[config.mk]
export PLATFORM = sky130hd
export DESIGN_NAME = uart_8n1_with_rx_fifo_top
export DESIGN_NICKNAME = d
export VERILOG_FILES = /design/src/hw/rtl/u8rf_pkg.sv /design/src/hw/rtl/u8rf_ram.sv /design/src/hw/rtl/u8rf_fifo.sv /design/src/hw/rtl/u8rf_rx.sv /design/src/hw/rtl/u8rf_tx.sv /design/src/hw/rtl/uart_8n1_with_rx_fifo_top.sv
export SDC_FILE = /design/constraint.sdc
export NUM_CORES = 1
export LEC_CHECK = 0
export BUFFER_PORTS_ARGS = -buffer_cell sky130_fd_sc_hd__buf_2
export CORE_MARGIN = 8
export CORE_UTILIZATION = 35
export DETAILED_ROUTE_END_ITERATION = 12
export PLACE_DENSITY = 0.56
export SKIP_LAST_GASP = 1
export SLEW_MARGIN = 20
export SYNTH_ARGS = -nofsm -noshare
export SYNTH_HDL_FRONTEND = slang
export SYNTH_SLANG_ARGS = --single-unit
[constraint.sdc]
create_clock -name clock -period 11.7 [get_ports clock]
set_input_delay 2.925 -clock clock [delete_from_list [all_inputs] [get_ports clock]]
set_output_delay 2.925 -clock clock [all_outputs]
set_load 0.03 [all_outputs]
[src/hw/rtl/u8rf_pkg.sv]
// ----------------------------------------------------------------------------
// u8rf_pkg: shared types and constants
// Opcodes, register indexes, reset values and the structs passed between
// the receiver, the transmitter and the receive FIFO.
// ----------------------------------------------------------------------------
package u8rf_pkg;

   // item opcodes
   localparam logic [1:0] OP_TICK  = 2'd0;
   localparam logic [1:0] OP_POP   = 2'd1;
   localparam logic [1:0] OP_SEND  = 2'd2;
   localparam logic [1:0] OP_FLUSH = 2'd3;

   // register indexes
   localparam int unsigned CSR_IDX_W = 3;
   localparam logic [CSR_IDX_W-1:0] REG_RX_CENTER = 3'd0;
   localparam logic [CSR_IDX_W-1:0] REG_RX_BIT    = 3'd1;
   localparam logic [CSR_IDX_W-1:0] REG_RX_STOP   = 3'd2;
   localparam logic [CSR_IDX_W-1:0] REG_TX_BIT    = 3'd3;
   localparam logic [CSR_IDX_W-1:0] REG_TX_EXTRA  = 3'd4;

   // register reset values
   localparam logic [15:0] RST_RX_CENTER = 16'd114;
   localparam logic [15:0] RST_RX_BIT    = 16'd236;
   localparam logic [15:0] RST_RX_STOP   = 16'd236;
   localparam logic [15:0] RST_TX_BIT    = 16'd233;
   localparam logic [7:0]  RST_TX_EXTRA  = 8'd5;

   localparam int unsigned COUNT_W = 6;

   typedef struct packed {
      logic [15:0] center_delay;
      logic [15:0] bit_delay;
      logic [15:0] stop_delay;
   } rx_cfg_type;

   typedef struct packed {
      logic [15:0] bit_delay;
      logic [7:0]  start_extra;
   } tx_cfg_type;

   // byte finished by the receiver on this item
   typedef struct packed {
      logic       valid;
      logic [7:0] data;
   } rx_store_type;

endpackage

[src/hw/rtl/u8rf_ram.sv]
// ----------------------------------------------------------------------------
// u8rf_ram: generic simple dual-port RAM
// One write port, one read port, read data registered.
// Read data holds while re is low.
// ----------------------------------------------------------------------------
module u8rf_ram #(
   parameter int WIDTH = 8,
   parameter int DEPTH = 64
) (
   input  logic                     clock,
   input  logic                     we,
   input  logic [$clog2(DEPTH)-1:0] waddr,
   input  logic [WIDTH-1:0]         wdata,
   input  logic                     re,
   input  logic [$clog2(DEPTH)-1:0] raddr,
   output logic [WIDTH-1:0]         rdata
);

   logic [WIDTH-1:0] mem [DEPTH];
   logic [WIDTH-1:0] rdata_ff;

   always_ff @(posedge clock) begin
      if (we) begin
         mem[waddr] <= wdata;
      end
      if (re) begin
         rdata_ff <= mem[raddr];
      end
   end

   assign rdata = rdata_ff;

endmodule

[src/hw/rtl/u8rf_fifo.sv]
// ----------------------------------------------------------------------------
// u8rf_fifo: receive ring FIFO
// Head/tail pointers around a RAM of DEPTH entries, DEPTH-1 usable.
// Store happens before pop/flush within an item; a byte stored and popped
// on the same item is forwarded around the RAM.
// ----------------------------------------------------------------------------
module u8rf_fifo #(
   parameter int DEPTH = 64
) (
   input  logic                           clock,
   input  logic                           reset,
   input  logic                           step,
   input  logic [1:0]                     op,
   input  u8rf_pkg::rx_store_type         store,
   output logic                           pop_valid,
   output logic [u8rf_pkg::COUNT_W-1:0]   count,
   output logic [7:0]                     rd_data
);
   import u8rf_pkg::*;

   localparam int AW = $clog2(DEPTH);

   logic [AW-1:0] head_ff, head_in;
   logic [AW-1:0] tail_ff, tail_in;
   logic [AW-1:0] tail_inc, head_inc, tail_rx;
   logic          full, wr_en;
   logic          byp_ff, byp_in;
   logic [7:0]    byp_data_ff;
   logic [7:0]    ram_rdata;
   logic [8:0]    span, span_wrap;

   assign tail_inc = (tail_ff == AW'(DEPTH - 1)) ? '0 : tail_ff + 1'b1;
   assign head_inc = (head_ff == AW'(DEPTH - 1)) ? '0 : head_ff + 1'b1;
   assign full     = (tail_inc == head_ff);
   assign wr_en    = step && store.valid && !full;
   assign tail_rx  = (store.valid && !full) ? tail_inc : tail_ff;

   assign pop_valid = (op == OP_POP) && (head_ff != tail_rx);

   always_comb begin
      head_in = head_ff;
      tail_in = tail_rx;
      case (op)
         OP_POP: begin
            if (pop_valid) head_in = head_inc;
         end
         OP_FLUSH: begin
            head_in = '0;
            tail_in = '0;
         end
         default: ;
      endcase
   end

   // entry read at head is being written on this same item
   assign byp_in = wr_en && (tail_ff == head_ff);

   assign span      = 9'(tail_in) + 9'(DEPTH) - 9'(head_in);
   assign span_wrap = (span >= 9'(DEPTH)) ? span - 9'(DEPTH) : span;
   assign count     = span_wrap[COUNT_W-1:0];

   always_ff @(posedge clock) begin
      if (reset) begin
         head_ff <= '0;
         tail_ff <= '0;
         byp_ff  <= 1'b0;
      end else if (step) begin
         head_ff <= head_in;
         tail_ff <= tail_in;
         byp_ff  <= byp_in;
      end
      if (step) begin
         byp_data_ff <= store.data;
      end
   end

   u8rf_ram #(
      .WIDTH (8),
      .DEPTH (DEPTH)
   ) u_ram (
      .clock (clock),
      .we    (wr_en),
      .waddr (tail_ff),
      .wdata (store.data),
      .re    (step),
      .raddr (head_ff),
      .rdata (ram_rdata)
   );

   assign rd_data = byp_ff ? byp_data_ff : ram_rdata;

endmodule

[src/hw/rtl/u8rf_rx.sv]
// ----------------------------------------------------------------------------
// u8rf_rx: 8N1 receiver
// Start detect, centering wait, eight samples LSB first, unchecked stop wait.
// Advances once per accepted item.
// ----------------------------------------------------------------------------
module u8rf_rx (
   input  logic                   clock,
   input  logic                   reset,
   input  logic                   step,
   input  logic                   level,
   input  u8rf_pkg::rx_cfg_type   cfg,
   output u8rf_pkg::rx_store_type store,
   output logic                   busy
);
   import u8rf_pkg::*;

   typedef enum logic [1:0] {
      RX_IDLE,
      RX_FIRST,
      RX_DATA,
      RX_STOP
   } rx_state_type;

   rx_state_type state_ff, state_in;
   logic [15:0]  timer_ff, timer_in;
   logic [2:0]   index_ff, index_in;
   logic [7:0]   shift_ff, shift_in;
   logic         fire;

   assign fire = (timer_ff <= 16'd1);

   always_comb begin
      state_in    = state_ff;
      timer_in    = fire ? timer_ff : timer_ff - 1'b1;
      index_in    = index_ff;
      shift_in    = shift_ff;
      store.valid = 1'b0;
      store.data  = shift_ff;
      case (state_ff)
         RX_IDLE: begin
            timer_in = timer_ff;
            if (!level) begin
               state_in = RX_FIRST;
               timer_in = cfg.center_delay;
               index_in = '0;
               shift_in = '0;
            end
         end
         RX_FIRST: begin
            if (fire) begin
               state_in = RX_DATA;
               timer_in = cfg.bit_delay;
            end
         end
         RX_DATA: begin
            if (fire) begin
               shift_in[index_ff] = shift_ff[index_ff] | level;
               if (index_ff == 3'd7) begin
                  state_in = RX_STOP;
                  timer_in = cfg.stop_delay;
                  index_in = '0;
               end else begin
                  index_in = index_ff + 1'b1;
                  timer_in = cfg.bit_delay;
               end
            end
         end
         RX_STOP: begin
            if (fire) begin
               store.valid = 1'b1;
               state_in    = RX_IDLE;
               timer_in    = '0;
            end
         end
         default: state_in = RX_IDLE;
      endcase
   end

   assign busy = (state_in != RX_IDLE);

   always_ff @(posedge clock) begin
      if (reset) begin
         state_ff <= RX_IDLE;
         timer_ff <= '0;
         index_ff <= '0;
         shift_ff <= '0;
      end else if (step) begin
         state_ff <= state_in;
         timer_ff <= timer_in;
         index_ff <= index_in;
         shift_ff <= shift_in;
      end
   end

endmodule

[src/hw/rtl/u8rf_tx.sv]
// ----------------------------------------------------------------------------
// u8rf_tx: 8N1 transmitter
// Stretched start bit, eight data bits LSB first, one stop bit time.
// The bit timer advances before a send is checked on the same item.
// ----------------------------------------------------------------------------
module u8rf_tx (
   input  logic                 clock,
   input  logic                 reset,
   input  logic                 step,
   input  logic                 send,
   input  logic [7:0]           tx_byte,
   input  u8rf_pkg::tx_cfg_type cfg,
   output logic                 line,
   output logic                 accepted,
   output logic                 busy
);
   import u8rf_pkg::*;

   typedef enum logic [1:0] {
      TX_IDLE,
      TX_FIRST,
      TX_DATA,
      TX_STOP
   } tx_state_type;

   tx_state_type state_ff, state_in;
   logic [16:0]  timer_ff, timer_in;
   logic [2:0]   index_ff, index_in;
   logic [7:0]   shift_ff, shift_in;
   logic         out_ff, out_in;
   logic         fire;

   assign fire = (timer_ff <= 17'd1);

   always_comb begin
      state_in = state_ff;
      timer_in = fire ? timer_ff : timer_ff - 1'b1;
      index_in = index_ff;
      shift_in = shift_ff;
      out_in   = out_ff;
      accepted = 1'b0;
      case (state_ff)
         TX_IDLE: timer_in = timer_ff;
         TX_FIRST: begin
            if (fire) begin
               state_in = TX_DATA;
               index_in = '0;
               out_in   = shift_ff[0];
               timer_in = 17'(cfg.bit_delay);
            end
         end
         TX_DATA: begin
            if (fire) begin
               if (index_ff == 3'd7) begin
                  state_in = TX_STOP;
                  index_in = '0;
                  out_in   = 1'b1;
               end else begin
                  index_in = index_ff + 1'b1;
                  out_in   = shift_ff[index_ff + 1'b1];
               end
               timer_in = 17'(cfg.bit_delay);
            end
         end
         TX_STOP: begin
            if (fire) begin
               state_in = TX_IDLE;
               timer_in = '0;
            end
         end
         default: state_in = TX_IDLE;
      endcase

      if (send && state_in == TX_IDLE && cfg.bit_delay != 16'd0) begin
         accepted = 1'b1;
         state_in = TX_FIRST;
         shift_in = tx_byte;
         index_in = '0;
         out_in   = 1'b0;
         timer_in = 17'(cfg.bit_delay) + 17'(cfg.start_extra);
      end
   end

   assign line = out_in;
   assign busy = (state_in != TX_IDLE);

   always_ff @(posedge clock) begin
      if (reset) begin
         state_ff <= TX_IDLE;
         timer_ff <= '0;
         index_ff <= '0;
         shift_ff <= '0;
         out_ff   <= 1'b1;
      end else if (step) begin
         state_ff <= state_in;
         timer_ff <= timer_in;
         index_ff <= index_in;
         shift_ff <= shift_in;
         out_ff   <= out_in;
      end
   end

endmodule

[src/hw/rtl/uart_8n1_with_rx_fifo_top.sv]
// ----------------------------------------------------------------------------
// uart_8n1_with_rx_fifo_top: 8N1 serial port with receive FIFO
// One item per line sample tick; receiver, transmitter and RAM-based FIFO.
//
//   channel | dir | handshake              | contents
//   req     | in  | req_tvalid/req_tready  | tuser opcode, tdata rx_level, tx_byte
//   rsp     | out | rsp_tvalid/rsp_tready  | tdata line, pop and status fields
//   csr     | in  | csr_valid/csr_ready    | csr_index, csr_data
//
// One item per clock while rsp is not stalled; from req to rsp an item passes
// the registered read of the FIFO RAM and then the output register.
// Reset is synchronous; no clearing pass, the pointers reset to empty.
// A stalled rsp holds the output register; req keeps flowing until the
// read stage behind it is also full.
// ----------------------------------------------------------------------------
module uart_8n1_with_rx_fifo_top #(
   parameter int RX_DEPTH = 64
) (
   input  logic                              clock,
   input  logic                              reset,
   input  logic                              req_tvalid,
   output logic                              req_tready,
   input  logic [15:0]                       req_tdata,  // rx_level, tx_byte[8:1], zeros
   input  logic [1:0]                        req_tuser,  // opcode
   output logic                              rsp_tvalid,
   input  logic                              rsp_tready,
   output logic [23:0]                       rsp_tdata,  // tx_line, pop_valid, pop_data,
                                                         // rx_count, send_accepted,
                                                         // tx_busy, rx_busy, zeros
   input  logic                              csr_valid,
   output logic                              csr_ready,
   input  logic [u8rf_pkg::CSR_IDX_W-1:0]    csr_index,
   input  logic [15:0]                       csr_data
);
   import u8rf_pkg::*;

   rx_cfg_type   rx_cfg_ff;
   tx_cfg_type   tx_cfg_ff;
   rx_store_type store;

   logic               step;
   logic               s1_move;
   logic [1:0]         op;
   logic               rx_busy, tx_line, tx_acc, tx_busy, pop_valid;
   logic [COUNT_W-1:0] count;
   logic [7:0]         rd_data;

   // read stage: everything but the popped byte, which arrives from the RAM
   logic               s1_valid_ff;
   logic               s1_line_ff, s1_pop_ff, s1_acc_ff, s1_txb_ff, s1_rxb_ff;
   logic [COUNT_W-1:0] s1_count_ff;

   logic               out_valid_ff;
   logic [23:0]        out_data_ff, out_data_in;

   assign op = req_tuser;

   // configuration
   assign csr_ready = 1'b1;

   always_ff @(posedge clock) begin
      if (reset) begin
         rx_cfg_ff.center_delay <= RST_RX_CENTER;
         rx_cfg_ff.bit_delay    <= RST_RX_BIT;
         rx_cfg_ff.stop_delay   <= RST_RX_STOP;
         tx_cfg_ff.bit_delay    <= RST_TX_BIT;
         tx_cfg_ff.start_extra  <= RST_TX_EXTRA;
      end else if (csr_valid) begin
         case (csr_index)
            REG_RX_CENTER: rx_cfg_ff.center_delay <= csr_data;
            REG_RX_BIT:    rx_cfg_ff.bit_delay    <= csr_data;
            REG_RX_STOP:   rx_cfg_ff.stop_delay   <= csr_data;
            REG_TX_BIT:    tx_cfg_ff.bit_delay    <= csr_data;
            REG_TX_EXTRA:  tx_cfg_ff.start_extra  <= csr_data[7:0];
            default: ;
         endcase
      end
   end

   // flow control
   assign s1_move    = s1_valid_ff && (!out_valid_ff || rsp_tready);
   assign req_tready = !s1_valid_ff || s1_move;
   assign step       = req_tvalid && req_tready;

   u8rf_rx u_rx (
      .clock (clock),
      .reset (reset),
      .step  (step),
      .level (req_tdata[0]),
      .cfg   (rx_cfg_ff),
      .store (store),
      .busy  (rx_busy)
   );

   u8rf_fifo #(
      .DEPTH (RX_DEPTH)
   ) u_fifo (
      .clock     (clock),
      .reset     (reset),
      .step      (step),
      .op        (op),
      .store     (store),
      .pop_valid (pop_valid),
      .count     (count),
      .rd_data   (rd_data)
   );

   u8rf_tx u_tx (
      .clock    (clock),
      .reset    (reset),
      .step     (step),
      .send     (op == OP_SEND),
      .tx_byte  (req_tdata[8:1]),
      .cfg      (tx_cfg_ff),
      .line     (tx_line),
      .accepted (tx_acc),
      .busy     (tx_busy)
   );

   always_ff @(posedge clock) begin
      if (reset) begin
         s1_valid_ff <= 1'b0;
      end else if (step) begin
         s1_valid_ff <= 1'b1;
      end else if (s1_move) begin
         s1_valid_ff <= 1'b0;
      end
      if (step) begin
         s1_line_ff  <= tx_line;
         s1_pop_ff   <= pop_valid;
         s1_count_ff <= count;
         s1_acc_ff   <= tx_acc;
         s1_txb_ff   <= tx_busy;
         s1_rxb_ff   <= rx_busy;
      end
   end

   always_comb begin
      out_data_in        = '0;
      out_data_in[0]     = s1_line_ff;
      out_data_in[1]     = s1_pop_ff;
      out_data_in[9:2]   = s1_pop_ff ? rd_data : 8'd0;
      out_data_in[15:10] = s1_count_ff;
      out_data_in[16]    = s1_acc_ff;
      out_data_in[17]    = s1_txb_ff;
      out_data_in[18]    = s1_rxb_ff;
   end

   always_ff @(posedge clock) begin
      if (reset) begin
         out_valid_ff <= 1'b0;
      end else if (s1_move) begin
         out_valid_ff <= 1'b1;
      end else if (rsp_tready) begin
         out_valid_ff <= 1'b0;
      end
      if (s1_move) begin
         out_data_ff <= out_data_in;
      end
   end

   assign rsp_tvalid = out_valid_ff;
   assign rsp_tdata  = out_data_ff;

   // ---------------------------------------------------------------------
   // assertions
   // ---------------------------------------------------------------------
   a_no_accept_when_full: assert property (@(posedge clock) disable iff (reset)
      (s1_valid_ff && out_valid_ff && !rsp_tready) |-> !req_tready)
      else $error("item accepted while both pipeline stages are held");

   a_flush_empties: assert property (@(posedge clock) disable iff (reset)
      (step && op == OP_FLUSH) |=> (s1_count_ff == '0))
      else $error("receive FIFO not empty after flush");

   a_accept_implies_busy: assert property (@(posedge clock) disable iff (reset)
      (out_valid_ff && out_data_ff[16]) |-> out_data_ff[17])
      else $error("send accepted without transmitter busy");

   a_accept_only_on_send: assert property (@(posedge clock) disable iff (reset)
      (step && tx_acc) |-> (op == OP_SEND))
      else $error("send accepted for a non-send opcode");

endmodule
==> metrics <==
height of the die about 300 um; Comb power frac under 10%; worst skew pair latency approximately 610 ps; dpl hpwl roughly 42 mm; Total Routing Usage GR 14.3%; Worst path slowest cell nor2b_1; P_sw 1.15 mW; Avg WL per Cell approximately 21 um; layout cells sized above 1 a little under a fifth; Peak supply drop roughly 100 uV; initial antenna violation count 1; Synth area leaders edfxtp_1 (56%), mux4_2 (13%), dfxtp_1 (9.9%); CP endpoint kind output port; clock sink total between 700 and 800; Int Pwr approximately 4.1 mW; GRT busiest layer met2; Inst Count DP 3087; Most used DFF post-synth edfxtp_1; H-tree level count 3; unrepaired setup endpoints after global routing no; vias in the first global route around 17000; worst path cell trace buf_2 > nor2b_1 > nand2_1 > buf_2; status completed; switching share of power 21.8%; CP peak stage delay between 200 and 250 ps; Critical Path AT about 3500 ps; Worst EP required a little under 9000 ps; DR DRC count 0; IO Pins 69; first-pass GRT wire length around 100 mm; R2R cell count 17; Max-cap violations 0; post-CTS setup buffers 0; final net count between 2000 and 2500; worst hold margin 418 ps; DIE AREA ~94000 um2; P per Cell Area around 160 nW/um2; CP most frequent cell buf_2; vias per cell 5.27; DR iter-0 viols approximately 1300; clk buf depth 3; setup TNS 0 ps; starting density of the core a little over a third; CP bufs+invs 2; Core Area approximately 85000 um2; sequential power share 51.6%; Synth-to-Final Area Change 12.8%; vias ~17000; Clock Pin Slew Worst Setup and Hold Paths around 60 ps; row count between 100 and 150; met1 usage roughly a fifth; Top Family by Delay on Critical Path simple AND/OR/NAND/NOR gates; met2 GRT Util between 20 and 25%; Post-DRT Antenna Nets 0; final hold vios 0; Final Cycle Share about 55%; TritonCTS clock tree done; Critical Path Fanout Max 4; EDFF count, synth approximately 560; synthesized cell area 29700 um2; Synth cell types ~80; WS Path Type primary input to output port; clock network fraction of total power 43.1%; GPL Wtd Cong about 0.79; startpoint types primary input; largest net degree at the start of global routing 68; CTS Hold Bufs 0; Synth Register Bits 705; Resize count post-CTS 0; Final Total Pwr 5.28 mW; post-route insts no fill approximately 3200; asr flop ratio synth 0%; fin crit period approximately 6500 ps; Max Clock Skew 24.0 ps; CP Depth 4; total wire length 68.6 mm; GRT Residual Overflow 0; drt pass-1 iters 5; fmax between 150 and 200 MHz; Leak approximately 11 nW; average size of a mapped cell roughly 15 um2; post-synthesis sequential area ratio 66.3%; final setup fails 0; synthesized instance count ~2000; Hold Path Class flip-flop to flip-flop; Hold Path Cell Cnt 0; clock root buffer clkbuf_16; largest area contributor in the netlist edfxtp_1; Relative slew margins roughly 38%; grt met3 use between 2 and 3%; Worst Tran Pin Value about 930 ps; Horiz. Die Dim between 300 and 400 um; IO Port Bufs 55; synth warn 0; cts bufs inserted 73; top cell type's share of synthesized area between 50 and 60%; fin. max-slew vios 0
## cells by family after synthesis
kind of cell    share of synthesized area [%]
mux                                      13.8
xor+xnor                                 1.52
buf+inv                                  2.05
compound gates                           6.39
fa+ha+maj                                1.31
simple gates                             8.63
other cells                            0.0253
flops                                    66.3
## layout make-up
type                    instances  area [um2]
well taps                    1144        1430
fillers                      7753       51100
clock buffers                 102        2060
flip-flops and latches        705       19700
multi-input cells            1132        9420
repair buffers                 85         503
clock inverters                30         300
inverters                      21        78.8
diodes                          1        2.50
## cells in the mapped netlist, types with 8 or more instances
cell,n
a31oi_1,8
nand3_1,21
edfxtp_1,558
nor2_1,164
nand2b_1,10
mux4_2,170
a221oi_1,16
nor3_1,26
clkbuf_1,96
nand3b_1,31
a21oi_1,131
xnor2_1,33
nor4_1,16
mux2i_1,18
nand4_1,8
and3_1,9
o211ai_1,12
or3_1,8
a211oi_1,37
nand2_1,217
dfxtp_1,147
inv_1,20
buf_4,8
o21ai_0,39
buf_1,18
nor2b_1,20
xor2_1,16
ha_1,28
## path summary, 6_finish.rpt
path / end / from / slack, ps
worst max-delay path: req_tready / rsp_tready / 5250
worst min-delay path: rsp_tdata[12] / s1_count_ff[2] / 420
worst max register to register: s1_count_ff[5] / u_fifo.tail_ff[4] / 6090
worst min register to register: rsp_tdata[12] / s1_count_ff[2] / 420
## flip-flops by register name, summed over array words and instances, names as in the netlist, 8 cells and up
register,cells
u_rx.timer_ff,16
u_tx.timer_ff,17
u_fifo.byp_data_ff,8
u_rx.shift_ff,8
rsp_tdata,19
rx_cfg_ff,48
tx_cfg_ff,24
u_fifo.u_ram.rdata,8
u_tx.shift_ff,8
u_fifo.u_ram.mem,512
## placed cells by master, fill, tap and decap left out, types with 12 or more instances in the layout
cell         n
nand3_1     21
nor3_1      26
ha_1        28
xnor2_1     33
xor2_1      16
o211ai_1    12
buf_2       54
edfxtp_1   558
nor4_1      16
o21ai_0     39
a211oi_1    37
nand2_1    217
mux2i_1     18
buf_4       31
nand3b_1    31
nor2b_1     20
inv_1       20
a221oi_1    16
clkbuf_1    19
a21oi_1    130
clkbuf_16   75
dfxtp_1    135
mux4_2     170
nor2_1     163
## power by group through the flow
stage	registers, mW	clock network, mW	logic, mW
floorplan	2.78	0	0.198
global placement	2.78	0	0.270
detailed placement	2.78	0	0.273
CTS	2.72	2.34	0.275
global route	2.73	2.43	0.306
finish	2.72	2.28	0.275
## per-layer routing
metal,vias to the layer above,part of all wire [%]
li1,7730,-
met1,8657,44
met2,473,48
met3,107,5.4
met4,0,2.6
met5,-,0
## worst register-to-register path, delay by kind of cell, from the launching register on
family                   cells  cell delay (ps)
multiplexers                 1              310
XOR/XNOR                     4              630
adder cells (fa/ha/maj)      1              300
flip-flops                   1              760
AO/OA/AOI/OAI                7             1890
AND/OR/NAND/NOR              4             1460
## per-stage QoR
stage | util, % | worst slack (ps) | instance area [um2]
after floorplan | - | 5420 | 29700
after global placement | 36.8 | 5250 | 31200
after detailed placement | 36.8 | 5240 | 31200
after CTS | 39.6 | 5240 | 33500
after global routing | 39.6 | 5170 | 33500
final | 39.6 | 5250 | 33500
No activity file was read; power rests on OpenSTA's default activity.
